**config.mk**
```make
export PLATFORM = sky130hd
export DESIGN_NAME = ffhe_ram
export DESIGN_NICKNAME = d
export VERILOG_FILES = /design/src/rtl/float_field_huffman_encoder_unit_defines.svh /design/src/rtl/ffhe_ram.sv
export SDC_FILE = /design/constraint.sdc
export NUM_CORES = 2
export LEC_CHECK = 0
export ABC_CLOCK_PERIOD_IN_PS = 3900
export BUFFER_PORTS_ARGS = -buffer_cell sky130_fd_sc_hd__buf_2
export CAP_MARGIN = 20
export CORE_MARGIN = 5
export CORE_UTILIZATION = 30
export CTS_CLUSTER_SIZE = 8
export DETAILED_ROUTE_END_ITERATION = 12
export PLACE_DENSITY = 0.48
export SLEW_MARGIN = 10
export SYNTH_ARGS = -nofsm -noshare
export SYNTH_HDL_FRONTEND = slang
export SYNTH_MEMORY_MAX_BITS = 65536
export SYNTH_SLANG_ARGS = --single-unit
```
**constraint.sdc**
```tcl
create_clock -name clk -period 3.9 [get_ports clk]
set_input_delay 0.39 -clock clk [delete_from_list [all_inputs] [get_ports clk]]
set_output_delay 0.39 -clock clk [all_outputs]
set_load 0.03 [all_outputs]
```
**src/rtl/float_field_huffman_encoder_unit_defines.svh**
```systemverilog
// Assertion macros shared by the float field Huffman encoder RTL.
`ifndef FLOAT_FIELD_HUFFMAN_ENCODER_UNIT_DEFINES_SVH
`define FLOAT_FIELD_HUFFMAN_ENCODER_UNIT_DEFINES_SVH

// Same-cycle implication, sampled on clk, off while rst_n is low.
`define FFHE_ASSERT_IMPL(lbl, ante, cons, msg) \
  lbl: assert property (@(posedge clk) disable iff (!rst_n) (ante) |-> (cons)) \
    else $error(msg);

// Next-cycle implication, sampled on clk, off while rst_n is low.
`define FFHE_ASSERT_NEXT(lbl, ante, cons, msg) \
  lbl: assert property (@(posedge clk) disable iff (!rst_n) (ante) |=> (cons)) \
    else $error(msg);

`endif

```
**src/rtl/ffhe_ram.sv**
```systemverilog
// Generic single write port RAM with one registered read port.
module ffhe_ram #(
  parameter int DEPTH = 128,
  parameter int WIDTH = 38,
  localparam int AW = (DEPTH > 1) ? $clog2(DEPTH) : 1
) (
  input  logic             clk,
  input  logic             wr_en,
  input  logic [AW-1:0]    wr_addr,
  input  logic [WIDTH-1:0] wr_data,
  input  logic             rd_en,
  input  logic [AW-1:0]    rd_addr,
  output logic [WIDTH-1:0] rd_data
);

  logic [WIDTH-1:0] mem [DEPTH];

  always_ff @(posedge clk) begin
    if (wr_en) begin
      mem[wr_addr] <= wr_data;
    end
  end

  // read before write on a same-address collision
  always_ff @(posedge clk) begin
    if (rd_en) begin
      rd_data <= mem[rd_addr];
    end
  end

endmodule

```
==> results.json <==
{
  "status": "finished clean",
  "startpoint_type": "flip-flop",
  "crit_fanout": 10,
  "drtIter0Drc": 10900,
  "hold_viol": 0,
  "syn_nets": 7133,
  "postCtsSetupBuffers": 0,
  "clock_skew_ps": 35.3,
  "tightest_slew_ps": 1190,
  "pre_cts_slack_ps": -178,
  "maxSlewViolCount": 0,
  "area_growth_pct": 20.4,
  "vias": 87500,
  "hold_path_depth": 1,
  "powerDensity_nw_per_um2": 526,
  "synthTopCellsByArea": "edfxtp_1 (79%), mux4_2 (19%), clkbuf_1 (0.45%)",
  "r2r_start": "mem[117][5]",
  "firstDrtPassIters": 6,
  "cts-htree-levels": 6,
  "ys_seq_area_share_pct": 79.2,
  "hold_ws_ps": 87.6,
  "hold_path_class": "input pin to flip-flop",
  "total_power_w": 0.118,
  "root_buffer": "clkbuf_16",
  "synth_seq_cells": 4902,
  "slew_headroom_pct": 21.0,
  "drive_gt1_share_pct": 39.5,
  "grt_max_degree": 129,
  "r2r_slack_ps": 910,
  "cp.required_ps": 4720,
  "dp_cells": 15600,
  "avgSynthCellArea_um2": 26.2,
  "instances_no_fill": 16500,
  "critical_path_arrival_ps": 3810,
  "leakagePower_nw": 68.4,
  "start_util_pct": 30.0,
  "peakVddDrop_uv": 462,
  "clk_pin_slew_ps": 50,
  "antenna_left": 0,
  "insertion_delay_ps": 1080,
  "rsz0062_at_grt": "no",
  "cts.sinks": 4902,
  "io_pins": 93,
  "gr-total-overflow": 0,
  "wl_per_cell_um": 35.6,
  "crit_type": "flip-flop to flip-flop",
  "antenna_found_initial": 101,
  "finalSetupViolCount": 0,
  "yosysUniqueCellTypes": 15,
  "grt_pass1_vias": 90400,
  "ys_warn_count": 0,
  "utilization_pct": 36.2,
  "coreArea_um2": 618000,
  "period_needed_ps": 2990,
  "cts_tree": "done",
  "min_to": "mem[82][18]",
  "hold_start": "wr_data[18]",
  "grt_pass1_wl_um": 794000,
  "syn-cell-area_um2": 186000,
  "grt_usage_pct": 18.1,
  "setup_ws_ps": 914,
  "netlist_instances": 7078,
  "finalCritPeriodShare_pct": 76.6,
  "gp_congestion": 0.797,
  "drc": 0,
  "port_buffers": 92,
  "die-width_um": 797,
  "reg2reg_to": "rd_data[5]",
  "yosysTopAreaCellShare_pct": 79.2,
  "maxCapViolations": 0,
  "layout.nets": 8231,
  "die_height_um": 797,
  "dieArea_um2": 635000,
  "r2r_cells": 4,
  "clock.fmax_ghz": 0.335,
  "rows": 289,
  "dpl.hpwl_um": 350000,
  "crit_path_end_kind": "flip-flop",
  "via_per_inst": 5.31,
  "clock_path_buffers": 4,
  "yosys.area.top_type": "edfxtp_1",
  "wirelength_um": 586000,
  "cts_buffers": 683
}
per-stage QoR:
step	TNS [ps]	area [µm²]
floorplan	-15780	186000
global placement	-1110	205000
detailed placement	-954	205000
CTS	0	223000
global route	0	223000
finish	0	224000
cell type report:
type	count	area (µm²)
tap	8148	10200
clock inverter	48	830
sequential	4902	147000
clock buffer	695	17400
timing repair buffer	785	9670
fill	55600	395000
multi-input combinational	1804	38100
antenna	93	233
worst max-delay path: stages, from the launching register on:
cell,delay (ps)
edfxtp_1,350
mux4_2,500
mux4_2,710
mux4_2,780
mux2_2,360
power by group:
part           switching [W]  total [W]  internal (W)
registers           0.000203     0.0586        0.0584
logic                0.00398    0.00640       0.00241
clock network         0.0214     0.0526        0.0312
total                 0.0256      0.118        0.0920
cell usage after synthesis (all sizes together):
library cell  number
nand2             14
nor2b              7
or3                1
nor3               9
edfxtp          4902
nor2             122
mux2              38
nand2b             2
nand3             12
nand4              3
buf              147
clkbuf           225
mux4            1596
cells in the final DEF, fill, tap and decap left out, types with 4 or more instances in the layout:
cell type	instances
nor3_4	6
buf_4	393
diode_2	93
clkbuf_16	694
inv_16	9
inv_6	12
clkinv_8	16
nand3_1	8
edfxtp_1	4902
nor2_4	119
buf_12	300
clkinv_16	9
mux2_2	38
nand3_2	4
nand2_1	11
buf_2	48
dlygate4sd3_1	40
nor2b_1	7
mux4_2	1596
how the worst max path moves through the flow:
stage / startpoint / depth (start not counted) / endpoint / slack [ps]
5_1_grt: mem[85][26] / 4 / rd_data[26] / 870
6_report: mem[117][5] / 4 / rd_data[5] / 910
2_1_floorplan: wr_en / 3 / mem[98][0] / -150
3_3_place_gp: rd_addr[0] / 8 / rd_data[26] / -180
4_1_cts: mem[81][26] / 4 / rd_data[26] / 920
3_5_place_dp: rd_addr[0] / 8 / rd_data[26] / -180
repair_timing:
item / 4_1_cts / 5_1_grt
endpoints found under the hold margin: 1502 / 30
resized for setup: 0 / 0
hold buffers: 39 / 1
flip-flops by register name, summed over array words and instances, names as in the netlist:
signal	count
rd_data	38
mem	4864
cells by family (layout without fill, tap and decap cells):
group / after synthesis / after routing / synth area share [%]
other: 0 / 93 / 0
flip-flops: 4902 / 4902 / 79.2
AND/OR/NAND/NOR: 170 / 170 / 0.375
multiplexers: 1634 / 1634 / 19.6
buffers and inverters: 372 / 1528 / 0.801
routing by layer:
layer | track usage, % | vias up | part of all wire [%]
met1 | 25.3 | 49400 | 41
li1 | - | 33400 | -
met5 | 0 | - | 0.051
met4 | 4.69 | 42 | 2.3
met3 | 3.42 | 776 | 7.8
met2 | 29.3 | 3925 | 48
No activity file was read; power rests on OpenSTA's default activity.
